`src/rtl/core/ffha_pkg.sv`:
```
package ffha_pkg;

    localparam int POOL_BYTES   = 4194304;
    localparam int MAX_BLOCKS   = 64;
    localparam int HEADER_BYTES = 24;
    localparam int SPLIT_SLACK  = 16;

    localparam int OFF_W  = 22;
    localparam int SIZE_W = 23;
    localparam int RND_W  = SIZE_W + 1;
    localparam int IDX_W  = $clog2(MAX_BLOCKS);
    localparam int CNT_W  = $clog2(MAX_BLOCKS + 1);

    localparam logic CMD_ALLOC = 1'b0;
    localparam logic CMD_FREE  = 1'b1;

    localparam logic [1:0] ST_DONE    = 2'd0;
    localparam logic [1:0] ST_NO_FIT  = 2'd1;
    localparam logic [1:0] ST_UNKNOWN = 2'd2;
    localparam logic [1:0] ST_ZERO    = 2'd3;

    // controller states, also sent to the datapath as the phase command
    localparam logic [3:0] PH_INIT      = 4'd0;
    localparam logic [3:0] PH_IDLE      = 4'd1;
    localparam logic [3:0] PH_SCAN      = 4'd2;
    localparam logic [3:0] PH_SHIFT     = 4'd3;
    localparam logic [3:0] PH_ALLOC_WR  = 4'd4;
    localparam logic [3:0] PH_SPLIT_HI  = 4'd5;
    localparam logic [3:0] PH_MERGE     = 4'd6;
    localparam logic [3:0] PH_MERGE_END = 4'd7;
    localparam logic [3:0] PH_RESULT    = 4'd8;

    typedef struct packed {
        logic [OFF_W-1:0]  start;
        logic [SIZE_W-1:0] bytes;
        logic              free;
    } t_entry;

    localparam int ENTRY_W = $bits(t_entry);

    typedef struct packed {
        logic [3:0] phase;
    } t_ctl_cmd;

    typedef struct packed {
        logic             req_zero;
        logic             is_alloc;
        logic             hit;
        logic             split_now;
        logic             split;
        logic             scan_end;
        logic             shift_end;
        logic             out_free;
        logic [CNT_W-1:0] count;
    } t_dp_sts;

endpackage

```
`src/rtl/core/ffha_if.sv`:
```
interface ffha_req_if;
    logic                      valid;
    logic                      ready;
    logic                      command;
    logic [ffha_pkg::SIZE_W-1:0] request_size;
    logic [ffha_pkg::OFF_W-1:0]  free_offset;

    modport source (output valid, output command, output request_size, output free_offset,
                    input ready);
    modport sink (input valid, input command, input request_size, input free_offset,
                  output ready);
endinterface

interface ffha_rsp_if;
    logic                       valid;
    logic                       ready;
    logic [1:0]                 status;
    logic [ffha_pkg::OFF_W-1:0] result_offset;

    modport source (output valid, output status, output result_offset, input ready);
    modport sink (input valid, input status, input result_offset, output ready);
endinterface

```
`src/rtl/core/first_fit_heap_allocator.sv`:
```
// First-fit heap allocator over a 4 MiB pool kept as an address-ordered table of up to
// 64 blocks in one single-port-read RAM. One request at a time: an allocate scans the
// table entry by entry, and a split adds a shift of the entries above the chosen one
// and two writes; a free scans for the offset, then runs one streaming compaction pass
// that merges adjacent free blocks. The table RAM takes one read and one write per
// cycle. After reset the table seeds its first entry, one free block over the whole
// pool, before the first request is taken. A finished result waits in an output
// register, and the next request is taken while it waits.
module first_fit_heap_allocator (
    input  logic        i_clk,
    input  logic        i_rst_n,
    ffha_req_if.sink    i_req,
    ffha_rsp_if.source  o_rsp
);
    ffha_pkg::t_ctl_cmd w_cmd;
    ffha_pkg::t_dp_sts  w_sts;
    logic               w_ready;
    logic               w_accept;

    assign i_req.ready = w_ready;
    assign w_accept    = i_req.valid && w_ready;

    ffha_ctrl u_ctrl (
        .i_clk   (i_clk),
        .i_rst_n (i_rst_n),
        .i_accept(w_accept),
        .i_sts   (w_sts),
        .o_cmd   (w_cmd),
        .o_ready (w_ready)
    );

    ffha_dp u_dp (
        .i_clk          (i_clk),
        .i_rst_n        (i_rst_n),
        .i_cmd          (w_cmd),
        .i_accept       (w_accept),
        .i_command      (i_req.command),
        .i_request_size (i_req.request_size),
        .i_free_offset  (i_req.free_offset),
        .i_out_ready    (o_rsp.ready),
        .o_out_valid    (o_rsp.valid),
        .o_status       (o_rsp.status),
        .o_result_offset(o_rsp.result_offset),
        .o_sts          (w_sts)
    );

    a_count_range: assert property (@(posedge i_clk) disable iff (!i_rst_n)
        (w_sts.count != '0) &&
        (w_sts.count <= ffha_pkg::CNT_W'(ffha_pkg::MAX_BLOCKS)))
        else $error("block count out of range");

    a_hit_end_excl: assert property (@(posedge i_clk) disable iff (!i_rst_n)
        !(w_sts.hit && w_sts.scan_end))
        else $error("scan hit and scan end together");

    a_null_offset: assert property (@(posedge i_clk) disable iff (!i_rst_n)
        (o_rsp.valid && o_rsp.status != ffha_pkg::ST_DONE) |-> (o_rsp.result_offset == '0))
        else $error("nonzero offset on failed request");
endmodule

```
`src/rtl/core/ffha_ram.sv`:
```
module ffha_ram #(
    parameter int WIDTH = 8,
    parameter int DEPTH = 64
) (
    input  logic                     i_clk,
    input  logic                     i_we,
    input  logic [$clog2(DEPTH)-1:0] i_waddr,
    input  logic [WIDTH-1:0]         i_wdata,
    input  logic                     i_re,
    input  logic [$clog2(DEPTH)-1:0] i_raddr,
    output logic [WIDTH-1:0]         o_rdata
);
    logic [WIDTH-1:0] r_mem [DEPTH];
    logic [WIDTH-1:0] r_rdata;

    always_ff @(posedge i_clk) begin
        if (i_we) begin
            r_mem[i_waddr] <= i_wdata;
        end
        if (i_re) begin
            r_rdata <= r_mem[i_raddr];
        end
    end

    assign o_rdata = r_rdata;
endmodule

```
`src/rtl/core/ffha_ctrl.sv`:
```
module ffha_ctrl (
    input  logic              i_clk,
    input  logic              i_rst_n,
    input  logic              i_accept,
    input  ffha_pkg::t_dp_sts i_sts,
    output ffha_pkg::t_ctl_cmd o_cmd,
    output logic              o_ready
);
    logic [3:0] r_state;
    logic [3:0] n_state;

    always_comb begin
        n_state = r_state;
        case (r_state)
            ffha_pkg::PH_INIT: n_state = ffha_pkg::PH_IDLE;
            ffha_pkg::PH_IDLE: begin
                if (i_accept) begin
                    n_state = i_sts.req_zero ? ffha_pkg::PH_RESULT : ffha_pkg::PH_SCAN;
                end
            end
            ffha_pkg::PH_SCAN: begin
                if (i_sts.hit) begin
                    if (!i_sts.is_alloc) begin
                        n_state = ffha_pkg::PH_MERGE;
                    end else if (i_sts.split_now) begin
                        n_state = ffha_pkg::PH_SHIFT;
                    end else begin
                        n_state = ffha_pkg::PH_ALLOC_WR;
                    end
                end else if (i_sts.scan_end) begin
                    n_state = ffha_pkg::PH_RESULT;
                end
            end
            ffha_pkg::PH_SHIFT: begin
                if (i_sts.shift_end) begin
                    n_state = ffha_pkg::PH_ALLOC_WR;
                end
            end
            ffha_pkg::PH_ALLOC_WR: begin
                n_state = i_sts.split ? ffha_pkg::PH_SPLIT_HI : ffha_pkg::PH_RESULT;
            end
            ffha_pkg::PH_SPLIT_HI: n_state = ffha_pkg::PH_RESULT;
            ffha_pkg::PH_MERGE: begin
                if (i_sts.scan_end) begin
                    n_state = ffha_pkg::PH_MERGE_END;
                end
            end
            ffha_pkg::PH_MERGE_END: n_state = ffha_pkg::PH_RESULT;
            ffha_pkg::PH_RESULT: begin
                if (i_sts.out_free) begin
                    n_state = ffha_pkg::PH_IDLE;
                end
            end
            default: n_state = ffha_pkg::PH_INIT;
        endcase
    end

    always_ff @(posedge i_clk) begin
        if (!i_rst_n) begin
            r_state <= ffha_pkg::PH_INIT;
        end else begin
            r_state <= n_state;
        end
    end

    assign o_cmd.phase = r_state;
    assign o_ready     = (r_state == ffha_pkg::PH_IDLE);
endmodule

```
`src/rtl/core/ffha_dp.sv`:
```
module ffha_dp (
    input  logic                            i_clk,
    input  logic                            i_rst_n,
    input  ffha_pkg::t_ctl_cmd              i_cmd,
    input  logic                            i_accept,
    input  logic                            i_command,
    input  logic [ffha_pkg::SIZE_W-1:0]     i_request_size,
    input  logic [ffha_pkg::OFF_W-1:0]      i_free_offset,
    input  logic                            i_out_ready,
    output logic                            o_out_valid,
    output logic [1:0]                      o_status,
    output logic [ffha_pkg::OFF_W-1:0]      o_result_offset,
    output ffha_pkg::t_dp_sts               o_sts
);
    localparam logic [ffha_pkg::RND_W-1:0] ALIGN = ffha_pkg::RND_W'(7);
    localparam logic [ffha_pkg::RND_W:0] SPLIT_ADD =
        (ffha_pkg::RND_W+1)'(ffha_pkg::HEADER_BYTES + ffha_pkg::SPLIT_SLACK);
    localparam logic [ffha_pkg::SIZE_W-1:0] HDR = ffha_pkg::SIZE_W'(ffha_pkg::HEADER_BYTES);
    localparam logic [ffha_pkg::CNT_W-1:0] CNT_MAX = ffha_pkg::CNT_W'(ffha_pkg::MAX_BLOCKS);

    logic                         r_cmd;
    logic [ffha_pkg::RND_W-1:0]   r_size;
    logic [ffha_pkg::OFF_W-1:0]   r_off;
    logic [ffha_pkg::CNT_W-1:0]   r_rd;
    logic                         r_chk_vld;
    logic [ffha_pkg::IDX_W-1:0]   r_chk_idx;
    logic [ffha_pkg::IDX_W-1:0]   r_hit_idx;
    ffha_pkg::t_entry             r_hit_ent;
    logic                         r_split;
    logic [ffha_pkg::IDX_W-1:0]   r_wr;
    ffha_pkg::t_entry             r_pend;
    logic                         r_pend_vld;
    logic [ffha_pkg::CNT_W-1:0]   r_count;
    logic [1:0]                   r_res_status;
    logic [ffha_pkg::OFF_W-1:0]   r_res_off;
    logic                         r_out_vld;
    logic [1:0]                   r_out_status;
    logic [ffha_pkg::OFF_W-1:0]   r_out_off;

    logic                         w_we;
    logic [ffha_pkg::IDX_W-1:0]   w_waddr;
    ffha_pkg::t_entry             w_wdata;
    logic                         w_re;
    logic [ffha_pkg::ENTRY_W-1:0] w_rdata;
    ffha_pkg::t_entry             w_rd;
    ffha_pkg::t_entry             w_ent;
    logic                         w_fit;
    logic                         w_match;
    logic                         w_hit;
    logic                         w_split;
    logic                         w_scan_end;
    logic                         w_out_free;
    logic                         w_both_free;
    logic [ffha_pkg::RND_W-1:0]   w_size_rnd;
    logic [ffha_pkg::SIZE_W-1:0]  w_payload;
    logic [ffha_pkg::RND_W-1:0]   w_new_start;
    logic [ffha_pkg::SIZE_W-1:0]  w_new_bytes;

    assign w_rd = ffha_pkg::t_entry'(w_rdata);
    assign w_size_rnd = ({1'b0, i_request_size} + ALIGN) & ~ALIGN;

    assign w_fit   = w_rd.free && ({1'b0, w_rd.bytes} >= r_size);
    assign w_match = ({1'b0, w_rd.start} + HDR) == {1'b0, r_off};
    assign w_hit   = (i_cmd.phase == ffha_pkg::PH_SCAN) && r_chk_vld &&
                     ((r_cmd == ffha_pkg::CMD_ALLOC) ? w_fit : w_match);
    assign w_split = ({2'b00, w_rd.bytes} > ({1'b0, r_size} + SPLIT_ADD)) &&
                     (r_count < CNT_MAX);
    assign w_scan_end = !r_chk_vld && (r_rd >= r_count);
    assign w_out_free = !r_out_vld || i_out_ready;

    // merge view: the entry being freed counts as free
    always_comb begin
        w_ent = w_rd;
        if (r_chk_idx == r_hit_idx) begin
            w_ent.free = 1'b1;
        end
    end
    assign w_both_free = r_pend.free && w_ent.free;

    assign w_payload   = {1'b0, r_hit_ent.start} + HDR;
    assign w_new_start = {2'b00, r_hit_ent.start} + ffha_pkg::RND_W'(HDR) + r_size;
    assign w_new_bytes = r_hit_ent.bytes - r_size[ffha_pkg::SIZE_W-1:0] - HDR;

    always_comb begin
        w_re = 1'b0;
        case (i_cmd.phase)
            ffha_pkg::PH_SCAN:  w_re = !w_hit && (r_rd < r_count);
            ffha_pkg::PH_SHIFT: w_re = r_rd > {1'b0, r_hit_idx};
            ffha_pkg::PH_MERGE: w_re = r_rd < r_count;
            default:            w_re = 1'b0;
        endcase
    end

    always_comb begin
        w_we    = 1'b0;
        w_waddr = r_wr;
        w_wdata = r_pend;
        case (i_cmd.phase)
            ffha_pkg::PH_INIT: begin
                w_we    = 1'b1;
                w_waddr = '0;
                w_wdata = '{start: '0,
                            bytes: ffha_pkg::SIZE_W'(ffha_pkg::POOL_BYTES
                                                      - ffha_pkg::HEADER_BYTES),
                            free: 1'b1};
            end
            ffha_pkg::PH_SHIFT: begin
                w_we    = r_chk_vld;
                w_waddr = r_chk_idx + 1'b1;
                w_wdata = w_rd;
            end
            ffha_pkg::PH_ALLOC_WR: begin
                w_we    = 1'b1;
                w_waddr = r_hit_idx;
                w_wdata = '{start: r_hit_ent.start,
                            bytes: r_split ? r_size[ffha_pkg::SIZE_W-1:0] : r_hit_ent.bytes,
                            free: 1'b0};
            end
            ffha_pkg::PH_SPLIT_HI: begin
                w_we    = 1'b1;
                w_waddr = r_hit_idx + 1'b1;
                w_wdata = '{start: w_new_start[ffha_pkg::OFF_W-1:0],
                            bytes: w_new_bytes, free: 1'b1};
            end
            ffha_pkg::PH_MERGE: begin
                w_we = r_chk_vld && r_pend_vld && !w_both_free;
            end
            ffha_pkg::PH_MERGE_END: begin
                w_we = 1'b1;
            end
            default: w_we = 1'b0;
        endcase
    end

    ffha_ram #(
        .WIDTH(ffha_pkg::ENTRY_W),
        .DEPTH(ffha_pkg::MAX_BLOCKS)
    ) u_table (
        .i_clk  (i_clk),
        .i_we   (w_we),
        .i_waddr(w_waddr),
        .i_wdata(w_wdata),
        .i_re   (w_re),
        .i_raddr(r_rd[ffha_pkg::IDX_W-1:0]),
        .o_rdata(w_rdata)
    );

    always_ff @(posedge i_clk) begin
        if (!i_rst_n) begin
            r_chk_vld  <= 1'b0;
            r_pend_vld <= 1'b0;
            r_count    <= ffha_pkg::CNT_W'(1);
            r_out_vld  <= 1'b0;
        end else begin
            r_chk_vld <= w_re;
            r_chk_idx <= r_rd[ffha_pkg::IDX_W-1:0];
            case (i_cmd.phase)
                ffha_pkg::PH_INIT: r_count <= ffha_pkg::CNT_W'(1);
                ffha_pkg::PH_IDLE: begin
                    if (i_accept) begin
                        r_cmd     <= i_command;
                        r_size    <= w_size_rnd;
                        r_off     <= i_free_offset;
                        r_rd      <= '0;
                        r_res_off <= '0;
                        r_res_status <= (i_command == ffha_pkg::CMD_ALLOC &&
                                         i_request_size == '0) ? ffha_pkg::ST_ZERO
                                                               : ffha_pkg::ST_DONE;
                    end
                end
                ffha_pkg::PH_SCAN: begin
                    if (w_re) begin
                        r_rd <= r_rd + 1'b1;
                    end
                    if (w_hit) begin
                        r_hit_idx  <= r_chk_idx;
                        r_hit_ent  <= w_rd;
                        r_split    <= w_split;
                        r_wr       <= '0;
                        r_pend_vld <= 1'b0;
                        r_rd <= (r_cmd == ffha_pkg::CMD_ALLOC) ? r_count - 1'b1 : '0;
                    end else if (w_scan_end) begin
                        r_res_status <= (r_cmd == ffha_pkg::CMD_ALLOC) ? ffha_pkg::ST_NO_FIT
                                                                        : ffha_pkg::ST_UNKNOWN;
                    end
                end
                ffha_pkg::PH_SHIFT: begin
                    if (w_re) begin
                        r_rd <= r_rd - 1'b1;
                    end
                end
                ffha_pkg::PH_ALLOC_WR: r_res_off <= w_payload[ffha_pkg::OFF_W-1:0];
                ffha_pkg::PH_SPLIT_HI: r_count <= r_count + 1'b1;
                ffha_pkg::PH_MERGE: begin
                    if (w_re) begin
                        r_rd <= r_rd + 1'b1;
                    end
                    if (r_chk_vld) begin
                        if (!r_pend_vld) begin
                            r_pend     <= w_ent;
                            r_pend_vld <= 1'b1;
                        end else if (w_both_free) begin
                            r_pend.bytes <= r_pend.bytes + w_ent.bytes + HDR;
                        end else begin
                            r_pend <= w_ent;
                            r_wr   <= r_wr + 1'b1;
                        end
                    end
                end
                ffha_pkg::PH_MERGE_END: r_count <= {1'b0, r_wr} + 1'b1;
                default: ;
            endcase
            if (i_out_ready) begin
                r_out_vld <= 1'b0;
            end
            if (i_cmd.phase == ffha_pkg::PH_RESULT && w_out_free) begin
                r_out_vld    <= 1'b1;
                r_out_status <= r_res_status;
                r_out_off    <= r_res_off;
            end
        end
    end

    assign o_out_valid     = r_out_vld;
    assign o_status        = r_out_status;
    assign o_result_offset = r_out_off;

    assign o_sts.req_zero  = (i_command == ffha_pkg::CMD_ALLOC) && (i_request_size == '0);
    assign o_sts.is_alloc  = (r_cmd == ffha_pkg::CMD_ALLOC);
    assign o_sts.hit       = w_hit;
    assign o_sts.split_now = w_split;
    assign o_sts.split     = r_split;
    assign o_sts.scan_end  = w_scan_end;
    assign o_sts.shift_end = !w_re && !r_chk_vld;
    assign o_sts.out_free  = w_out_free;
    assign o_sts.count     = r_count;
endmodule
```
`src/flat_wrapper.sv`:
```
// flat-port wrapper written by rule: the top's interface ports become plain ports
module first_fit_heap_allocator_flat 
  (i_clk, i_rst_n, i_req_valid, i_req_command, i_req_request_size, i_req_free_offset, i_req_ready, o_rsp_valid, o_rsp_status, o_rsp_result_offset, o_rsp_ready);
  ffha_req_if i_req_i ();
  ffha_rsp_if o_rsp_i ();
  input  logic i_clk;
  input  logic i_rst_n;
  input wire logic [$bits(i_req_i.valid)-1:0] i_req_valid;
  input wire logic [$bits(i_req_i.command)-1:0] i_req_command;
  input wire logic [$bits(i_req_i.request_size)-1:0] i_req_request_size;
  input wire logic [$bits(i_req_i.free_offset)-1:0] i_req_free_offset;
  output wire logic [$bits(i_req_i.ready)-1:0] i_req_ready;
  output wire logic [$bits(o_rsp_i.valid)-1:0] o_rsp_valid;
  output wire logic [$bits(o_rsp_i.status)-1:0] o_rsp_status;
  output wire logic [$bits(o_rsp_i.result_offset)-1:0] o_rsp_result_offset;
  input wire logic [$bits(o_rsp_i.ready)-1:0] o_rsp_ready;
  assign i_req_i.valid = i_req_valid;
  assign i_req_i.command = i_req_command;
  assign i_req_i.request_size = i_req_request_size;
  assign i_req_i.free_offset = i_req_free_offset;
  assign i_req_ready = i_req_i.ready;
  assign o_rsp_valid = o_rsp_i.valid;
  assign o_rsp_status = o_rsp_i.status;
  assign o_rsp_result_offset = o_rsp_i.result_offset;
  assign o_rsp_i.ready = o_rsp_ready;
  first_fit_heap_allocator u_core (.i_clk(i_clk), .i_rst_n(i_rst_n), .i_req(i_req_i), .o_rsp(o_rsp_i));
endmodule
```
`config.mk`:
```
export PLATFORM = sky130hd
export DESIGN_NAME = first_fit_heap_allocator_flat
export DESIGN_NICKNAME = d
export VERILOG_FILES = /design/src/rtl/core/ffha_pkg.sv /design/src/rtl/core/ffha_if.sv /design/src/rtl/core/first_fit_heap_allocator.sv /design/src/rtl/core/ffha_ram.sv /design/src/rtl/core/ffha_ctrl.sv /design/src/rtl/core/ffha_dp.sv /design/src/flat_wrapper.sv
export SDC_FILE = /design/constraint.sdc
export NUM_CORES = 2
export LEC_CHECK = 0
export ABC_AREA = 0
export BUFFER_PORTS_ARGS = -buffer_cell sky130_fd_sc_hd__buf_2
export CORE_MARGIN = 2
export CORE_UTILIZATION = 30
export DETAILED_ROUTE_END_ITERATION = 10
export PLACE_DENSITY = 0.46
export REMOVE_ABC_BUFFERS = 1
export SLEW_MARGIN = 20
export SYNTH_ARGS = -nofsm -noshare
export SYNTH_HDL_FRONTEND = slang
export SYNTH_SLANG_ARGS = --single-unit
export TNS_END_PERCENT = 30
```
`constraint.sdc`:
```
create_clock -name i_clk -period 11.69 [get_ports i_clk]
set_input_delay 1.7535 -clock i_clk [delete_from_list [all_inputs] [get_ports i_clk]]
set_output_delay 1.7535 -clock i_clk [all_outputs]
set_load 0.02 [all_outputs]
```
==> results.txt <==
* Result of the run: finished clean
* Count of flip-flops with a built-in enable after synthesis: around 3,200
- Routed vias: 63,200
- Average size of a mapped cell: 21.7 um^2
- For this design the ratio of total power to cell area is 251 nW/um^2.
- In the global route stage, met1 resource usage came out at 0.242.
- Once detailed placement completed, the half-perimeter wirelength came to 242,000 um.
- Layout-stage area growth over the synthesis result: 15.6%
* Number of instances in the synthesized netlist: 5,931
- Routability congestion estimate from global placement: 0.853
- Path type of the worst setup path: flop to flop
- Post CTS Setup Buffer Count: 0
- For this run, asynchronously set or reset flops after synthesis account for 0.
- Before antenna repair, the detailed router went through 7 iterations.
- STA puts the critical path data arrival time at 6400 ps.
- Traced cell by cell, the critical path runs through nand4bb_4, buf_4, and3_1, o21ai_1, nor2_1, xnor2_1, a221o_1, nand3_1, nor2_4, buf_4.
* # port buffers: between 70 and 80
- Highest net fanout along the worst path: 43
* Final Cell Area: 149,000 um^2
* Cell types with the largest area share after synthesis: edfxtp_1, mux4_2, ha_1, xnor2_1, clkbuf_1
- Fraction of final layout cells sized beyond drive strength 1: 0.281
* Cell accounting for the most synthesized area: edfxtp_1
- Global-route wire length before repair: roughly 550,000 um
- Time the worst path needs with I/O delays and setup: 5860 ps
- In this run the core area contains between 200 and 250 standard-cell rows.
- STA classifies the critical path startpoint as a flop.
* Delay contributed by the slowest stage of the critical path: roughly 1000 ps
- Count of endpoints failing hold in the final timing report: 0
- Once placement finished, the instance area stood at 138,000 um^2.
- In this run the vertical extent of the chip is 660 um.
- The most used flip-flop cell after synthesis is edfxtp_1.
* Leading cell type by number of instances after synthesis: edfxtp_1
- Final cycle utilization of the critical path: 0.501
- Portion of the post-synthesis area used by sequential elements: 0.747
- Most frequent CP cell: buf_4
- After detailed routing, the average wire length per cell comes to 32.7 um.
* Number of cells after detailed placement: 11,600
* Post-route worst hold slack: roughly 400 ps
- Summing every instance area after synthesis gives 129,000 um^2.
- The total area inside the core boundary comes to 428,000 um^2.
- Setup violations remaining at the end of the flow were counted as 0.
* Clock tree from TritonCTS: built
* Finished Layout Cells: roughly 12,000
- Required time at the worst-slack endpoint: around 12,000 ps
* Remaining max-slew budget at the tightest pin: 0.175
* Starting utilization of the core area: 0.302
- Leakage power of the design: 46.4 nW
* Clk sink count: 3,213
- Across every metal layer, demand over resource in global routing totals 0.181.
- For the pin with the worst max-slew slack, the measured transition is around 1200 ps.
- Buffers inserted to repair hold after CTS numbered 0.
* Largest buffer count on any clock path: 4
* Remaining DRCs: 0
- Peak clock frequency supported by timing: about 0.17 GHz
- Initial antenna violation count: between 40 and 50
- Setup repair after global routing left no endpoint under its margin.
- Type of destination of the critical path: flop
- In this run, the number of DRC markers left after iteration 0 of detailed routing was 7,553.
- Most numerous cell types in the synthesized netlist: edfxtp_1, mux4_2, clkbuf_1
- The die is 660 um wide.
- On the final layout, the worst clock skew is just under 70 ps.
- Worst-path clk slew: 60 ps
- Synthesis instantiated 75 different standard cells from the library.
- After global routing, the most crowded layer is met2.
* Die ar.: 435,000 um^2
- For this run, the post-layout net count is 6,482.
- Slowest cell on crit path: nor2_4
- Clock tree synthesis selected as its root buffer the cell clkbuf_16.
- Detail Route Antenna Nets: 0
- H-tree depth reported by CTS: 5
* Proportion of netlist area held by the largest area contributor: 0.745
- IR analysis of the VDD net gives a maximum drop of 0.000255 V.
- Synth Warn #: 0
- Overflow after GRT: 0
- Insertion delay to the later sink of the worst-skew pair: 960 ps
- After synthesis the netlist holds a flip-flop and latch count of 3,213.
- Count of boundary I/O pins: 76
* HP Class: flop to flop
* Detailed-route vias per instance: between 5 and 6
- After clock tree synthesis, the repair step resized 0 gates.
* Number of global-route vias before repair: 64,200
* Global-route met2 utilization: 0.305
- Maxcap violations: 0
- Met3 Use GR: 0.0240
- Counting the buffers created by CTS gives 340.
- The max-slew violation count is 0.
* Pin count of the biggest net entering global routing: 128
- For this block, the routed nets add up to about 400,000 um of wire.
worst max-delay path, delay by kind of cell, from the launching register on:
family                 cells  cell delay (ps)
AND/OR/NAND/NOR            5             2490
buffers and inverters      2             1310
AO/OA/AOI/OAI              2              540
XOR/XNOR                   1              130
flip-flops                 1              920
where the power goes:
group | switching [mW] | internal (mW)
Combinational | 6.99 | 2.83
Clock | 4.58 | 6.26
Sequential | 0.417 | 16.4
logic make-up (layout without fill, tap and decap cells):
| group | count (synthesis) | in the layout | share of synthesized area |
|---|---|---|---|
| flops | 3213 | 3213 | 0.747 |
| mux | 990 | 990 | 0.171 |
| simple gates | 574 | 574 | 0.0210 |
| buf+inv | 408 | 995 | 0.0120 |
| compound gates | 402 | 402 | 0.0207 |
| fa+ha+maj | 182 | 182 | 0.0178 |
| xor+xnor | 162 | 162 | 0.0110 |
| other cells | 0 | 43 | 0 |
metal layers:
layer	routed length [um]	vias up
met5	52	-
met4	13800	8
met2	199000	2057
met1	165000	35000
li1	-	25700
met3	23100	457
worst paths after layout:
path | from | end | slack (ps) | cells past startpoint
max reg2reg | u_core.u_ctrl.o_cmd[1] | u_core.u_dp.u_table.r_mem[48][18] | 5830 | 10
min reg2reg | u_core.u_dp.r_res_off[2] | u_core.u_dp.o_result_offset[2] | 410 | 0
min | u_core.u_dp.r_res_off[2] | u_core.u_dp.o_result_offset[2] | 410 | 0
max | u_core.u_ctrl.o_cmd[1] | u_core.u_dp.u_table.r_mem[48][18] | 5830 | 10
cell usage in the layout, fill, tap and decap left out, types with 84 or more instances in the layout:
cell type,count
o21ai_0,84
inv_1,132
ha_1,180
xnor2_1,93
buf_4,158
edfxtp_1,3199
nor2_1,122
clkbuf_16,346
mux4_2,966
nand2_1,145
registers in the layout, summed over array words and instances, names as in the netlist, 7 cells and up:
register / cells
u_core.u_dp.r_size: 21
u_core.u_dp.r_count: 7
u_core.u_dp.r_off: 22
u_core.u_dp.u_table.o_rdata: 46
u_core.u_dp.o_result_offset: 22
u_core.u_dp.r_hit_ent: 45
u_core.u_dp.r_pend: 46
u_core.u_dp.u_table.r_mem: 2944
u_core.u_dp.r_res_off: 22
u_core.u_dp.r_rd: 7
stage by stage:
| stage | setup slack [ps] | setup TNS [ps] | utilization | total power [mW] |
|---|---|---|---|---|
| finish | 5830 | 0 | 0.349 | 37.5 |
| global route | 5670 | 0 | 0.349 | 38.7 |
| CTS | 5890 | 0 | 0.348 | 38.0 |
| detailed placement | 5930 | 0 | 0.322 | 27.1 |
| global placement | 5980 | 0 | 0.322 | 26.8 |
| floorplan | -21760 | -2290650 | - | 24.8 |
layout make-up:
| type | instances | area (um^2) |
|---|---|---|
| fillers | 39800 | 279000 |
| flip-flops and latches | 3213 | 96300 |
| multi-input cells | 2310 | 32100 |
| clock buffers | 408 | 8890 |
| well taps | 5687 | 7120 |
| clock inverters | 202 | 2150 |
| repair buffers | 248 | 1870 |
| inverters | 137 | 522 |
| diodes | 43 | 108 |
Note: power is estimated with default switching activity, not from simulation.
